**src/hdl/mbhw_pkg.sv**
```systemverilog
// mbhw_pkg: shared types and constants for the mp4 box header walker
// no dependencies; imported by the cells, response queue, top, checkers and testbench
`default_nettype none
package mbhw_pkg;

   localparam logic [31:0] TYPE_MOOF = 32'h6D6F_6F66;
   localparam logic [31:0] TYPE_TRAF = 32'h7472_6166;
   localparam logic [31:0] HDR_BYTES = 32'd8;
   localparam logic [3:0]  HDR_LAST  = 4'd7;

   localparam int RSP_DEPTH = 4;
   localparam int RSP_PTR_W = $clog2(RSP_DEPTH);
   localparam int RSP_CNT_W = $clog2(RSP_DEPTH + 1);

   typedef enum logic [1:0] {
      EV_BOX   = 2'd0,
      EV_SHORT = 2'd1,
      EV_TRUNC = 2'd2
   } event_kind_type;

   typedef struct packed {
      logic [1:0]  event_kind;
      logic [31:0] box_type;
      logic [31:0] box_size;
      logic [2:0]  nest_depth;
      logic        last_result;
   } rsp_type;

   // results written into the response queue in one cycle (0, 1 or 2)
   typedef struct packed {
      logic [1:0] count;
      rsp_type    first;
      rsp_type    second;
   } rsp_push_type;

   // per-byte control broadcast to every level cell
   typedef struct packed {
      logic step;
      logic push;
      logic flush;
   } cell_ctrl_type;

endpackage
`default_nettype wire

```
**src/hdl/mbhw_if.sv**
```systemverilog
// mbhw_req_if / mbhw_rsp_if: valid/ready channels of the box header walker
// depends on nothing
`default_nettype none
interface mbhw_req_if;
   logic       valid;
   logic       ready;
   logic [7:0] data_byte;
   logic       end_of_stream;

   modport source (output valid, output data_byte, output end_of_stream, input ready);
   modport sink (input valid, input data_byte, input end_of_stream, output ready);
endinterface

interface mbhw_rsp_if;
   logic        valid;
   logic        ready;
   logic [1:0]  event_kind;
   logic [31:0] box_type;
   logic [31:0] box_size;
   logic [2:0]  nest_depth;
   logic        last_result;

   modport source (output valid, output event_kind, output box_type, output box_size,
                   output nest_depth, output last_result, input ready);
   modport sink (input valid, input event_kind, input box_type, input box_size,
                 input nest_depth, input last_result, output ready);
endinterface
`default_nettype wire

```
**src/hdl/mp4_box_header_walker.sv**
```systemverilog
// mp4_box_header_walker: byte-serial mp4 box header walker, top level
// depends on mbhw_pkg, mbhw_if, mbhw_level_cell, mbhw_rsp_fifo
//
//  channel | dir | beat contents
//  --------+-----+---------------------------------------------------------
//  req     | in  | data_byte, end_of_stream
//  rsp     | out | event_kind, box_type, box_size, nest_depth, last_result
//
// one byte per cycle: each byte is taken while the result queue has room for two
// results; header capture, skip counter and the row of level cells are combinational
// on each byte, whose results are written into the queue registers and show on rsp
// from there, behind any results still queued.
// reset (synchronous) clears the header counter, skip count, halt flag, open levels
// and the queue. a stalled rsp holds its beat and stops req once the queue lacks room for two.
`default_nettype none
module mp4_box_header_walker
   import mbhw_pkg::*;
#(
   parameter int MAX_DEPTH = 4
) (
   input  wire logic clock,
   input  wire logic reset,
   mbhw_req_if.sink  req,
   mbhw_rsp_if.source rsp
);

   localparam int LVL_W = $clog2(MAX_DEPTH + 1);

   logic [3:0]  hdr_cnt_ff, hdr_cnt_in;
   logic [55:0] hdr_sr_ff, hdr_sr_in;
   logic [31:0] skip_ff, skip_in;
   logic        halted_ff, halted_in;

   logic        acc;
   logic        hdr_done;
   logic [63:0] hdr_word;
   logic [31:0] box_size, box_type, body_len;
   logic        is_short, is_cont, open_new, trunc;

   cell_ctrl_type        cell_ctrl;
   logic [MAX_DEPTH-1:0] open_vec;
   logic [MAX_DEPTH:0]   keep_chain;
   logic [LVL_W-1:0]     depth_now, depth_after;
   logic [LVL_W+2:0]     depth_now_x, depth_after_x;

   rsp_type      box_rsp, trunc_rsp, fifo_out;
   rsp_push_type push;
   logic         room;

   assign keep_chain[MAX_DEPTH] = 1'b0;

   for (genvar i = 0; i < MAX_DEPTH; i++) begin : g_lvl
      mbhw_level_cell u_cell (
         .clock      (clock),
         .reset      (reset),
         .ctrl       (cell_ctrl),
         .load_len   (body_len),
         .open_below ((i == 0) ? 1'b1 : open_vec[(i == 0) ? 0 : i - 1]),
         .keep_above (keep_chain[i+1]),
         .is_open    (open_vec[i]),
         .keep_out   (keep_chain[i])
      );
   end

   always_comb begin
      depth_now   = '0;
      depth_after = '0;
      for (int i = 0; i < MAX_DEPTH; i++) begin
         depth_now   = depth_now + LVL_W'(open_vec[i]);
         depth_after = depth_after + LVL_W'(keep_chain[i]);
      end
      depth_now_x   = {3'b000, depth_now};
      depth_after_x = {3'b000, depth_after};
   end

   always_comb begin
      acc      = req.valid && req.ready;
      hdr_word = {hdr_sr_ff, req.data_byte};
      box_size = hdr_word[63:32];
      box_type = hdr_word[31:0];
      body_len = box_size - HDR_BYTES;
      is_short = box_size < HDR_BYTES;
      is_cont  = box_type == TYPE_MOOF || box_type == TYPE_TRAF;
      hdr_done = !halted_ff && skip_ff == 32'd0 && hdr_cnt_ff == HDR_LAST;
      open_new = hdr_done && !is_short && is_cont && !open_vec[MAX_DEPTH-1];

      hdr_cnt_in = hdr_cnt_ff;
      hdr_sr_in  = hdr_sr_ff;
      skip_in    = skip_ff;
      halted_in  = halted_ff;
      if (!halted_ff) begin
         if (skip_ff != 32'd0) begin
            skip_in = skip_ff - 32'd1;
         end else if (hdr_done) begin
            hdr_cnt_in = 4'd0;
            hdr_sr_in  = '0;
            halted_in  = is_short;
            if (!is_short && !open_new) begin
               skip_in = body_len;
            end
         end else begin
            hdr_cnt_in = hdr_cnt_ff + 4'd1;
            hdr_sr_in  = hdr_word[55:0];
         end
      end

      cell_ctrl.step  = acc && !halted_ff;
      cell_ctrl.push  = acc && open_new && body_len != 32'd0;
      cell_ctrl.flush = acc && req.end_of_stream;

      // stream ends with a header, a skip or a level still pending
      trunc = req.end_of_stream && !halted_in &&
              (hdr_cnt_in != 4'd0 || skip_in != 32'd0 || keep_chain[0]);

      box_rsp.event_kind  = is_short ? EV_SHORT : EV_BOX;
      box_rsp.box_type    = box_type;
      box_rsp.box_size    = box_size;
      box_rsp.nest_depth  = depth_now_x[2:0];
      box_rsp.last_result = !trunc;

      trunc_rsp.event_kind  = EV_TRUNC;
      trunc_rsp.box_type    = 32'd0;
      trunc_rsp.box_size    = 32'd0;
      trunc_rsp.nest_depth  = depth_after_x[2:0];
      trunc_rsp.last_result = 1'b1;

      push.first  = hdr_done ? box_rsp : trunc_rsp;
      push.second = trunc_rsp;
      push.count  = acc ? {1'b0, hdr_done} + {1'b0, trunc} : 2'd0;
   end

   always_ff @(posedge clock) begin
      if (reset || (acc && req.end_of_stream)) begin
         hdr_cnt_ff <= 4'd0;
         skip_ff    <= 32'd0;
         halted_ff  <= 1'b0;
      end else if (acc) begin
         hdr_cnt_ff <= hdr_cnt_in;
         skip_ff    <= skip_in;
         halted_ff  <= halted_in;
      end
      if (reset || (acc && req.end_of_stream)) begin
         hdr_sr_ff <= '0;
      end else if (acc) begin
         hdr_sr_ff <= hdr_sr_in;
      end
   end

   mbhw_rsp_fifo u_rsp_fifo (
      .clock        (clock),
      .reset        (reset),
      .push         (push),
      .room_for_two (room),
      .out_valid    (rsp.valid),
      .out_data     (fifo_out),
      .out_ready    (rsp.ready)
   );

   assign req.ready       = room;
   assign rsp.event_kind  = fifo_out.event_kind;
   assign rsp.box_type    = fifo_out.box_type;
   assign rsp.box_size    = fifo_out.box_size;
   assign rsp.nest_depth  = fifo_out.nest_depth;
   assign rsp.last_result = fifo_out.last_result;

endmodule
`default_nettype wire

```
**src/hdl/mbhw_level_cell.sv**
```systemverilog
// mbhw_level_cell: one container level, holds the bytes left in that level
// depends on mbhw_pkg; chained from outermost (cell 0) to innermost
`default_nettype none
module mbhw_level_cell
   import mbhw_pkg::*;
(
   input  wire logic          clock,
   input  wire logic          reset,
   input  wire cell_ctrl_type ctrl,
   input  wire logic [31:0]   load_len,
   input  wire logic          open_below,
   input  wire logic          keep_above,
   output logic               is_open,
   output logic               keep_out
);

   logic        open_ff, open_in;
   logic [31:0] rem_ff, rem_in;
   logic [31:0] rem_dec;
   logic        loaded;
   logic        open_p;

   always_comb begin
      rem_dec  = (open_ff && rem_ff != 32'd0) ? rem_ff - 32'd1 : rem_ff;
      // the first closed cell above an open one takes a new level
      loaded   = ctrl.push && !open_ff && open_below;
      rem_in   = loaded ? load_len : rem_dec;
      open_p   = open_ff || loaded;
      // only the innermost level can close, so a level stays while one above it stays
      keep_out = open_p && (rem_in != 32'd0 || keep_above);
      open_in  = keep_out;
   end

   always_ff @(posedge clock) begin
      if (reset || ctrl.flush) begin
         open_ff <= 1'b0;
      end else if (ctrl.step) begin
         open_ff <= open_in;
      end
      if (ctrl.step) begin
         rem_ff <= rem_in;
      end
   end

   assign is_open = open_ff;

endmodule
`default_nettype wire

```
**src/hdl/mbhw_rsp_fifo.sv**
```systemverilog
// mbhw_rsp_fifo: small result queue, takes up to two results per cycle
// depends on mbhw_pkg
`default_nettype none
module mbhw_rsp_fifo
   import mbhw_pkg::*;
(
   input  wire logic         clock,
   input  wire logic         reset,
   input  wire rsp_push_type push,
   output logic              room_for_two,
   output logic              out_valid,
   output rsp_type           out_data,
   input  wire logic         out_ready
);

   rsp_type              mem_ff [RSP_DEPTH];
   logic [RSP_PTR_W-1:0] wr_ptr_ff, wr_ptr_in;
   logic [RSP_PTR_W-1:0] rd_ptr_ff, rd_ptr_in;
   logic [RSP_CNT_W-1:0] cnt_ff, cnt_in;
   logic [RSP_PTR_W-1:0] wr_next;
   logic                 pop;

   always_comb begin
      pop       = out_valid && out_ready;
      wr_next   = wr_ptr_ff + RSP_PTR_W'(1);
      wr_ptr_in = wr_ptr_ff + RSP_PTR_W'(push.count);
      rd_ptr_in = pop ? rd_ptr_ff + RSP_PTR_W'(1) : rd_ptr_ff;
      cnt_in    = cnt_ff + RSP_CNT_W'(push.count) - RSP_CNT_W'(pop);
   end

   always_ff @(posedge clock) begin
      if (reset) begin
         wr_ptr_ff <= '0;
         rd_ptr_ff <= '0;
         cnt_ff    <= '0;
      end else begin
         wr_ptr_ff <= wr_ptr_in;
         rd_ptr_ff <= rd_ptr_in;
         cnt_ff    <= cnt_in;
      end
      if (push.count != 2'd0) begin
         mem_ff[wr_ptr_ff] <= push.first;
      end
      if (push.count == 2'd2) begin
         mem_ff[wr_next] <= push.second;
      end
   end

   assign out_valid    = cnt_ff != '0;
   assign out_data     = mem_ff[rd_ptr_ff];
   assign room_for_two = cnt_ff <= RSP_CNT_W'(RSP_DEPTH - 2);

endmodule
`default_nettype wire

```
**src/flat_wrapper.sv**
```systemverilog
// flat-port wrapper written by rule: the top's interface ports become plain ports
module mp4_box_header_walker_flat import mbhw_pkg::*;
#(
   parameter int MAX_DEPTH = 4
)
  (clock, reset, req_valid, req_data_byte, req_end_of_stream, req_ready, rsp_valid, rsp_event_kind, rsp_box_type, rsp_box_size, rsp_nest_depth, rsp_last_result, rsp_ready);
  mbhw_req_if req_i ();
  mbhw_rsp_if rsp_i ();
  input  wire logic clock;
  input  wire logic reset;
  input wire logic [$bits(req_i.valid)-1:0] req_valid;
  input wire logic [$bits(req_i.data_byte)-1:0] req_data_byte;
  input wire logic [$bits(req_i.end_of_stream)-1:0] req_end_of_stream;
  output wire logic [$bits(req_i.ready)-1:0] req_ready;
  output wire logic [$bits(rsp_i.valid)-1:0] rsp_valid;
  output wire logic [$bits(rsp_i.event_kind)-1:0] rsp_event_kind;
  output wire logic [$bits(rsp_i.box_type)-1:0] rsp_box_type;
  output wire logic [$bits(rsp_i.box_size)-1:0] rsp_box_size;
  output wire logic [$bits(rsp_i.nest_depth)-1:0] rsp_nest_depth;
  output wire logic [$bits(rsp_i.last_result)-1:0] rsp_last_result;
  input wire logic [$bits(rsp_i.ready)-1:0] rsp_ready;
  assign req_i.valid = req_valid;
  assign req_i.data_byte = req_data_byte;
  assign req_i.end_of_stream = req_end_of_stream;
  assign req_ready = req_i.ready;
  assign rsp_valid = rsp_i.valid;
  assign rsp_event_kind = rsp_i.event_kind;
  assign rsp_box_type = rsp_i.box_type;
  assign rsp_box_size = rsp_i.box_size;
  assign rsp_nest_depth = rsp_i.nest_depth;
  assign rsp_last_result = rsp_i.last_result;
  assign rsp_i.ready = rsp_ready;
  mp4_box_header_walker #(.MAX_DEPTH(MAX_DEPTH)) u_core (.clock(clock), .reset(reset), .req(req_i), .rsp(rsp_i));
endmodule
```
**config.mk**
```make
export PLATFORM = sky130hd
export DESIGN_NAME = mp4_box_header_walker_flat
export DESIGN_NICKNAME = d
export VERILOG_FILES = /design/src/hdl/mbhw_pkg.sv /design/src/hdl/mbhw_if.sv /design/src/hdl/mp4_box_header_walker.sv /design/src/hdl/mbhw_level_cell.sv /design/src/hdl/mbhw_rsp_fifo.sv /design/src/flat_wrapper.sv
export SDC_FILE = /design/constraint.sdc
export NUM_CORES = 1
export LEC_CHECK = 0
export BUFFER_PORTS_ARGS = -buffer_cell sky130_fd_sc_hd__buf_2
export CAP_MARGIN = 0
export CORE_MARGIN = 2
export CORE_UTILIZATION = 50
export CTS_CLUSTER_DIAMETER = 60
export CTS_CLUSTER_SIZE = 30
export DETAILED_ROUTE_END_ITERATION = 7
export PLACE_DENSITY = 0.74
export REMOVE_ABC_BUFFERS = 1
export SYNTH_ARGS = -nofsm -noshare
export SYNTH_HDL_FRONTEND = slang
export SYNTH_HIERARCHICAL = 1
export SYNTH_SLANG_ARGS = --single-unit
```
**constraint.sdc**
```tcl
create_clock -name clock -period 20.8 [get_ports clock]
set_input_delay 0 -clock clock [delete_from_list [all_inputs] [get_ports clock]]
set_output_delay 0 -clock clock [all_outputs]
set_load 0.02 [all_outputs]
```
==> impl_results.md, run 1 <==
- Status: finished, violations left
- Failing checks: max-capacitance violations
- EDFF count, synth: 408
- Leakage: 12.1 nW
- Critical path's slowest cell: xor2_1
- Vias in the first global route: ~24000
- Levels on crit path: 52
- R2r worst-path depth: 52
- Largest net degree at the start of global routing: approximately 100
- Clock Skew: 0.0602 ns
- H-tree depth: 2
- Congestion Overflow GR: 0
- Mapped Cells: between 2000 and 3000
- Max-slew headroom: 1.06%
- FP Rows: 90
- Clk slew on worst S/H paths: around 0.10 ns
- Synthesis-stage register bit count: roughly 510
- Hpwl dp: just under 60 mm
- # port buffers: 84
- Crit Path Max Fanout: between 70 and 80
- Worst Setup End Kind: flop
- WL final: between 90 and 100 mm
- Hold Crit Class: primary input to flop
- Worst path max stage delay: 1.08 ns
- 1st-iter DRT viols: 2373
- Area Growth Syn to Fin: 12.1%
- Min Hold Slack: 0.133 ns
- Slew Limit Fails: 0
- Synthesized area per cell: 11.2 sq um
- Root Driver: clkbuf_16
- Die area: 0.0625 sq mm
- Max IR drop VDD: 0.0644 mV
- Startpoint type of the worst setup path: flop
- Post-synth ARST share: 0%
- PD cells: ~84 mW/mm^2
- Fin crit share: 81.1%
- Max Cap Violations: 1
- Worst path setup slack after routing: 3.94 ns
- R2R Path Start: u_core/hdr_sr_ff[29]
- I/O Pins: 85
- Startpoint of the worst hold path: req_valid
- Initial Utilization: 50.3%
- Placer Congestion: 0.981
- Routed Antenna Nets: 0
- Global-route wire length before repair: roughly 140 mm
- Critical path class: flop to flop
- Worst setup endpoint: u_core/u_rsp_fifo/mem_ff[2][66]
- Filler cell count: roughly 5000
- Unique masters post-synth: 90
- Antenna cells: 0
- Syn. warnings: 6
- CP bufs+invs: 6
- Worst R2R End: u_core/u_rsp_fifo/mem_ff[2][66]
- Setup violators final: 0
- R2R setup slack: around 4 ns
- Initial antenna violation count: 2
- Minimum clock period: 16.86 ns
- Routed WL per cell: 23.8 microns
- Postcts setup bufs: 0
- Die Wd: 250 microns
- Seq/Total Area, Yosys: 47.5%
- CP delay by family, top: simple AND/OR/NAND/NOR gates
- Clock Latency Late Sink: 0.62 ns
- GRT Total Usage: 28.4%
- Final Util: 56.4%
- CTS Buf Count: 43
- Chip height: about 250 microns
- Post-synth top flop: edfxtp_1
- Area contributors post-synth: edfxtp_1 (40%), mux2_2 (11%), dfxtp_1 (7.0%), mux4_2 (5.2%), a21oi_1 (2.6%)
- DR vias: 23900
- Mapped cell area: 0.0303 sq mm
- Clock tree buffer depth: 3
- Layout Nets: 3019
- Worst Path Required: 21.03 ns
- Final Hold Fails: 0
- Pre-Repair DR Iteration Count: 6
- CP startpoint: u_core/hdr_sr_ff[29]
- Core area: 0.0601 sq mm
- Crit path DAT: 17.08 ns
- TritonCTS clock tree: built
- Share of cells above drive strength 1: 21.3%
- DR vias/cell: 6.28
- Worst slew pin tran: 1.47 ns
- Post-cts gate resize count: 0
- CTS Sinks: 514
- DRC violations left: 0
- Achievable Freq: slightly below 60 MHz
- RSZ-0062 raised after global routing: no
- Share of the synthesized area in the top cell type: 40.5%
- Yosys top cell by area: edfxtp_1
- Place WS: between 4 and 5 ns
==> cells in the final DEF (no fill, tap or decap), types with 22 or more instances in the layout <==
cell / synthesis / final
nor2_1: 165 / 163
edfxtp_1: 408 / 408
nor3_1: 101 / 99
or4_1: 39 / 39
mux2_2: 286 / 286
dfxtp_1: 106 / 104
nand3_1: 108 / 108
a31oi_1: 27 / 27
a21oi_1: 160 / 160
nand2_1: 206 / 206
nand4_1: 28 / 28
buf_2: 50 / 84
xor2_1: 39 / 39
inv_1: 66 / 65
o31ai_1: 22 / 22
or3_1: 34 / 34
nor4_1: 57 / 57
mux2i_1: 26 / 26
mux4_2: 70 / 70
xnor2_1: 56 / 54
conb_1: 2 / 270
clkbuf_16: 0 / 44
buf_4: 0 / 57
o21ai_0: 79 / 78
and2_1: 62 / 62
==> metrics by stage <==
step	power, mW	instance area, sq um	instances	setup TNS [ns]
3_5_place_dp	1.99	32300	3709	0
3_3_place_gp	1.98	32300	3709	0
5_1_grt	2.96	33900	3799	0
2_1_floorplan	1.78	30400	2786	-393.72
6_report	2.85	33900	3799	0
4_1_cts	2.85	33900	3799	0
==> cell families (layout without fill, tap and decap cells) <==
kind of cell | after synthesis | in the layout | share of synthesized area, %
muxes | 388 | 388 | 16.9
DFF | 514 | 514 | 47.5
adders and majority gates | 24 | 24 | 1.07
buffers and inverters | 245 | 298 | 3.74
AOI/OAI and AO/OA | 465 | 465 | 10.1
other | 2 | 270 | 0.0248
xor gates and xnor gates | 97 | 97 | 2.90
and+or+nand+nor | 961 | 961 | 17.7
==> power by group <==
part	internal (mW)	total, mW	switching [mW]
clock	0.433	0.866	0.433
sequential	1.20	1.30	0.0985
combinational	0.256	0.676	0.420
==> tightest hold or removal path, delay by kind of cell <==
kind	cells	cell delay (ns)
AO/OA/AOI/OAI	1	0.06
buffers and inverters	2	0.36
AND/OR/NAND/NOR	2	0.26
==> layout make-up <==
| type | count | area [sq um] | share of cell area, % |
|---|---|---|---|
| clock buffers | 51 | 1150 | 3.38 |
| flip-flops and latches | 514 | 14400 | 42.4 |
| multi-input cells | 2205 | 15900 | 46.8 |
| inverters | 67 | 256 | 0.756 |
| repair buffers | 151 | 948 | 2.79 |
| well taps | 782 | 978 | 2.88 |
| clock inverters | 29 | 338 | 0.996 |
==> cell usage after synthesis (all sizes together) (10+ instances only) <==
cell type	number
and2	63
a21oi	160
o311ai	17
or4	51
inv	67
ha	21
clkbuf	103
nor2	165
nand3	108
mux4	70
nand4	28
or3	34
xor2	39
nor4b	22
xnor2	56
mux2	292
o2111ai	13
mux2i	26
nand4b	13
nand2	206
buf	75
a211oi	21
o21ai	88
edfxtp	408
dfxtp	106
and3	18
nor4	68
o31ai	22
a31oi	27
o31a	11
nor2b	10
nand3b	16
nand2b	12
nor3	107
==> layer usage <==
metal / up-vias / routed length [microns] / track usage [%]
met2: 1221 / 43100 / 47.2
met4: 2 / 3850 / 12.4
met3: 234 / 7490 / 4.28
met5: - / 17 / 0
met1: 11700 / 35800 / 37.2
li1: 10700 / - / -
==> repair_timing <==
item,in CTS,in global routing
hold buffers,10,0
hold endpoints to repair,50,0
endpoints found under the setup margin,0,0
==> how the worst min path moves through the flow <==
stage                                  end  slack, ns  depth (start not counted)
2_1_floorplan  u_core/u_rsp_fifo/cnt_ff[0]       0.07                          1
3_3_place_gp           u_core/hdr_sr_ff[1]       0.29                          3
3_5_place_dp           u_core/hdr_sr_ff[6]       0.30                          3
4_1_cts                 u_core/skip_ff[10]        0.1                          5
5_1_grt                 u_core/skip_ff[20]       0.15                          4
6_report                u_core/skip_ff[10]       0.13                          5
==> registers in the layout, indices dropped and copies added (netlist names), 3 cells and up, named ones only <==
| signal | count |
|---|---|
| u_core/g_lvl.u_cell/rem_ff | 128 |
| u_core/g_lvl.u_cell/is_open | 4 |
| u_core/skip_ff | 32 |
| u_core/u_rsp_fifo/mem_ff | 280 |
| u_core/hdr_sr_ff | 56 |
| u_core/u_rsp_fifo/cnt_ff | 3 |
| u_core/hdr_cnt_ff | 4 |
Power figures use the tool's default switching activity.
==> run 2: changes to the inputs <==
Settings changed: PLACE_DENSITY 0.74 to 0.77.
Clock period 20.8 ns to 13.8 ns, I/O delays scaled along.
==> run 2 against run 1 <==
Net effect:
- via count is 2.3% higher
- clock power is 50% higher
- fmax rose by 27%
- setup slack got worse by 3.4 ns
- final area rose by 4.4%
- clock skew decreased by 0.026 ns
- utilization up 2.5 points
- combinational power rose by 58%
- wire length increased by 2.4%
- the flow finishes with violations (design-rule violations)
- die area did not move
- sequential share of layout area decreased by 1.8 points
==> impl_results.md, run 2 (synthesized netlist as in run 1, its figures left out) <==
- Internal: 2.89 mW (+53%)
- Worst Setup End Kind: flop
- Layout Nets: 3150 (+4.3%)
- Clk pwr share: 30.0% (-0.4 points)
- Register area: 0.0144 sq mm (about the same)
- Initial Utilization: 50.3% (unchanged)
- Final Hold Fails: 0 (unchanged)
- Multi-input gate area: 0.0160 sq mm (+1.0%)
- Failing checks: design-rule violations
- Metal-1 WL: 36.1 mm (+0.85%)
- Routed WL per cell: 23.5 microns (-0.97%)
- Global-route wire length before repair: 141 mm (+2.0%)
- Vias in the first global route: 24100 (+2.0%)
- Max Cap Violations: 0 (-1)
- Worst slew pin tran: 1.02 ns (-0.455 ns)
- CP startpoint: u_core/hdr_sr_ff[39]
- Clk slew on worst S/H paths: 0.08 ns (-0.02 ns)
- Sequential share of power: 45.3% (-0.5 points)
- Hpwl dp: 62.0 mm (+6.8%)
- Final Util: 58.9% (+2.5 points)
- Root Driver: clkbuf_16
- Fin crit share: 96.0% (+15 points)
- Combinational cell fraction of total power: 24.7% (+0.9 points)
- Layout Cells excl Fill: 3930 (+3.4%)
- Max reg flops: 280 (unchanged)
- Clock Latency Late Sink: 0.61 ns (about the same)
- R2R Path Start: u_core/hdr_sr_ff[39]
- Setup TNS: 0 ns (unchanged)
- Worst Path Required: 14.14 ns (-6.89 ns)
- Worst path max stage delay: 0.57 ns (-0.51 ns)
- Die area: 0.0625 sq mm (unchanged)
- Max IR drop VDD: 0.110 mV (+71%)
- Initial antenna violation count: 0 (-2)
- Min Hold Slack: 0.202 ns (+0.0688 ns)
- Achievable Freq: 75.5 MHz (+27%)
- Crit Path Max Fanout: 12 (-83%)
- Filler cell count: 4875 (-2.3%)
- 1st-iter DRT viols: 2743 (+16%)
- DR vias/cell: 6.21 (-1.2%)
- DR vias: 24400 (+2.3%)
- Met3 wire length: 7.35 mm (-1.9%)
- Status: finished, violations left
- DRC violations left: 5 (+5)
- Critical path's slowest cell: or4_4
- Reg with most FFs: u_core/u_rsp_fifo/mem_ff
- Setup violators final: 0 (unchanged)
- WL final: 92.5 mm (+2.4%)
- Switch share: 33.2% (-0.22 points)
- Most frequent cell on the critical path: or4_4
- FP Rows: 90 (unchanged)
- Largest regs: u_core/u_rsp_fifo/mem_ff x280, u_core/g_lvl.u_cell/rem_ff x128, u_core/hdr_sr_ff x56
- PD cells: 122 mW/mm^2 (+46%)
- Slew Limit Fails: 0 (unchanged)
- Total power: 4.33 mW (+52%)
- Crit path DAT: 13.60 ns (-3.48 ns)
- Highest metal used: met4
- Most frequent cells in the layout: edfxtp_1 (408), mux2_2 (286), conb_1 (270), nand2_1 (205), nor2_1 (163)
- Hold Crit Class: primary input to flop
- Pre-Repair DR Iteration Count: 8 (+2)
- Startpoint of the worst hold path: req_valid
- Commonest non-fill, non-tap cell in the layout: edfxtp_1
- Switching pwr: 1.44 mW (+51%)
- Area Growth Syn to Fin: 17.0%
- Minimum clock period: 13.25 ns (-3.61 ns)
- Core area: 0.0601 sq mm (unchanged)
- H-tree depth: 2 (unchanged)
- # port buffers: 84 (unchanged)
- Clock Skew: 0.0347 ns (-0.0255 ns)
- Placer Congestion: 0.992 (+1.2%)
- Clock tree buffer depth: 3 (unchanged)
- Leakage: 13.0 nW (+6.7%)
- GRT Total Usage: 28.8% (+0.43 points)
- Congestion Overflow GR: 0 (unchanged)
- Critical path class: flop to flop
- Startpoint type of the worst setup path: flop
- Routed Antenna Nets: 0 (unchanged)
- CTS Buf Count: 42 (-2.3%)
- Chip height: 250 microns (unchanged)
- CTS Sinks: 514 (unchanged)
- TritonCTS clock tree: built
- Die Wd: 250 microns (unchanged)
- Placed Instances: 3827 (+3.2%)
- Max-slew headroom: 32.1% (+31 points)
- Largest net degree at the start of global routing: 81 (-20%)
- Share of cells above drive strength 1: 25.3% (+4.0 points)
- Routed met2 length: 45.0 mm (+4.3%)
- I/O Pins: 85 (unchanged)
[run 2: changes by cell type in the layout (fill, tap and decap cells not counted), sizes merged]
cell	before	now
buf	141	271
clkbuf	51	54
clkinv	12	5
clkinvlp	0	4
diode	0	1
dlygate4sd3	10	11
inv	83	82
[run 2: metal layers]
metal,GRT usage [%],vias up
li1,-,11000
met1,36.7,12000
met2,49.2,1153
met3,4.36,229
met4,12.2,0
met5,0,-
[run 2: power groups by stage]
stage / Clock [mW] / Sequential [mW] / Combinational [mW]
2_1_floorplan: 0 / 1.99 / 0.700
3_3_place_gp: 0 / 1.98 / 1.04
3_5_place_dp: 0 / 1.99 / 1.05
4_1_cts: 1.32 / 1.96 / 1.05
5_1_grt: 1.38 / 1.98 / 1.15
6_report: 1.30 / 1.96 / 1.07
[run 2: metrics by stage]
stage / area [sq um] / setup slack [ns]
after floorplan: 30400 / -9.93
after global placement: 33500 / -0.00595
after detailed placement: 33500 / -0.359
after CTS: 35100 / 0.0240
after global routing: 35400 / -0.128
final: 35400 / 0.547
[run 2: what timing repair did]
| action | in CTS | in global routing |
|---|---|---|
| pin swaps | 4 | 20 |
| endpoints found under the setup margin | 549 | 565 |
| resized for setup | 5 | 34 |
| hold endpoints to repair | 44 | 0 |
| gates cloned | 1 | 1 |
| setup buffers | 1 | 10 |
| hold buffers | 11 | 0 |
[run 2: cell type report]
type	instances	area share (%)
clock buffers	53	3.26
multi-input cells	2205	45.3
repair buffers	283	6.49
inverters	67	0.717
well taps	782	2.76
clock inverters	25	0.869
flip-flops and latches	514	40.6
diodes	1	0.00706
[run 2: worst max-delay path: cells and delay by family, from the launching register on]
family                     cells  cell delay (ns)
AOI/OAI and AO/OA             20             3.87
xor gates and xnor gates       1             0.11
adders and majority gates      1             0.27
buffers and inverters          7             0.92
DFF                            1             0.32
muxes                          1             0.35
and+or+nand+nor               23             7.14
[run 2: final timing paths]
| path | end | slack, ns | depth (start not counted) |
|---|---|---|---|
| max reg2reg | u_core/u_rsp_fifo/mem_ff[3][23] | 0.55 | 53 |
| max | u_core/u_rsp_fifo/mem_ff[3][23] | 0.55 | 53 |
| min | u_core/u_rsp_fifo/wr_ptr_ff[0] | 0.20 | 5 |
| min reg2reg | u_core/hdr_sr_ff[6] | 0.51 | 2 |
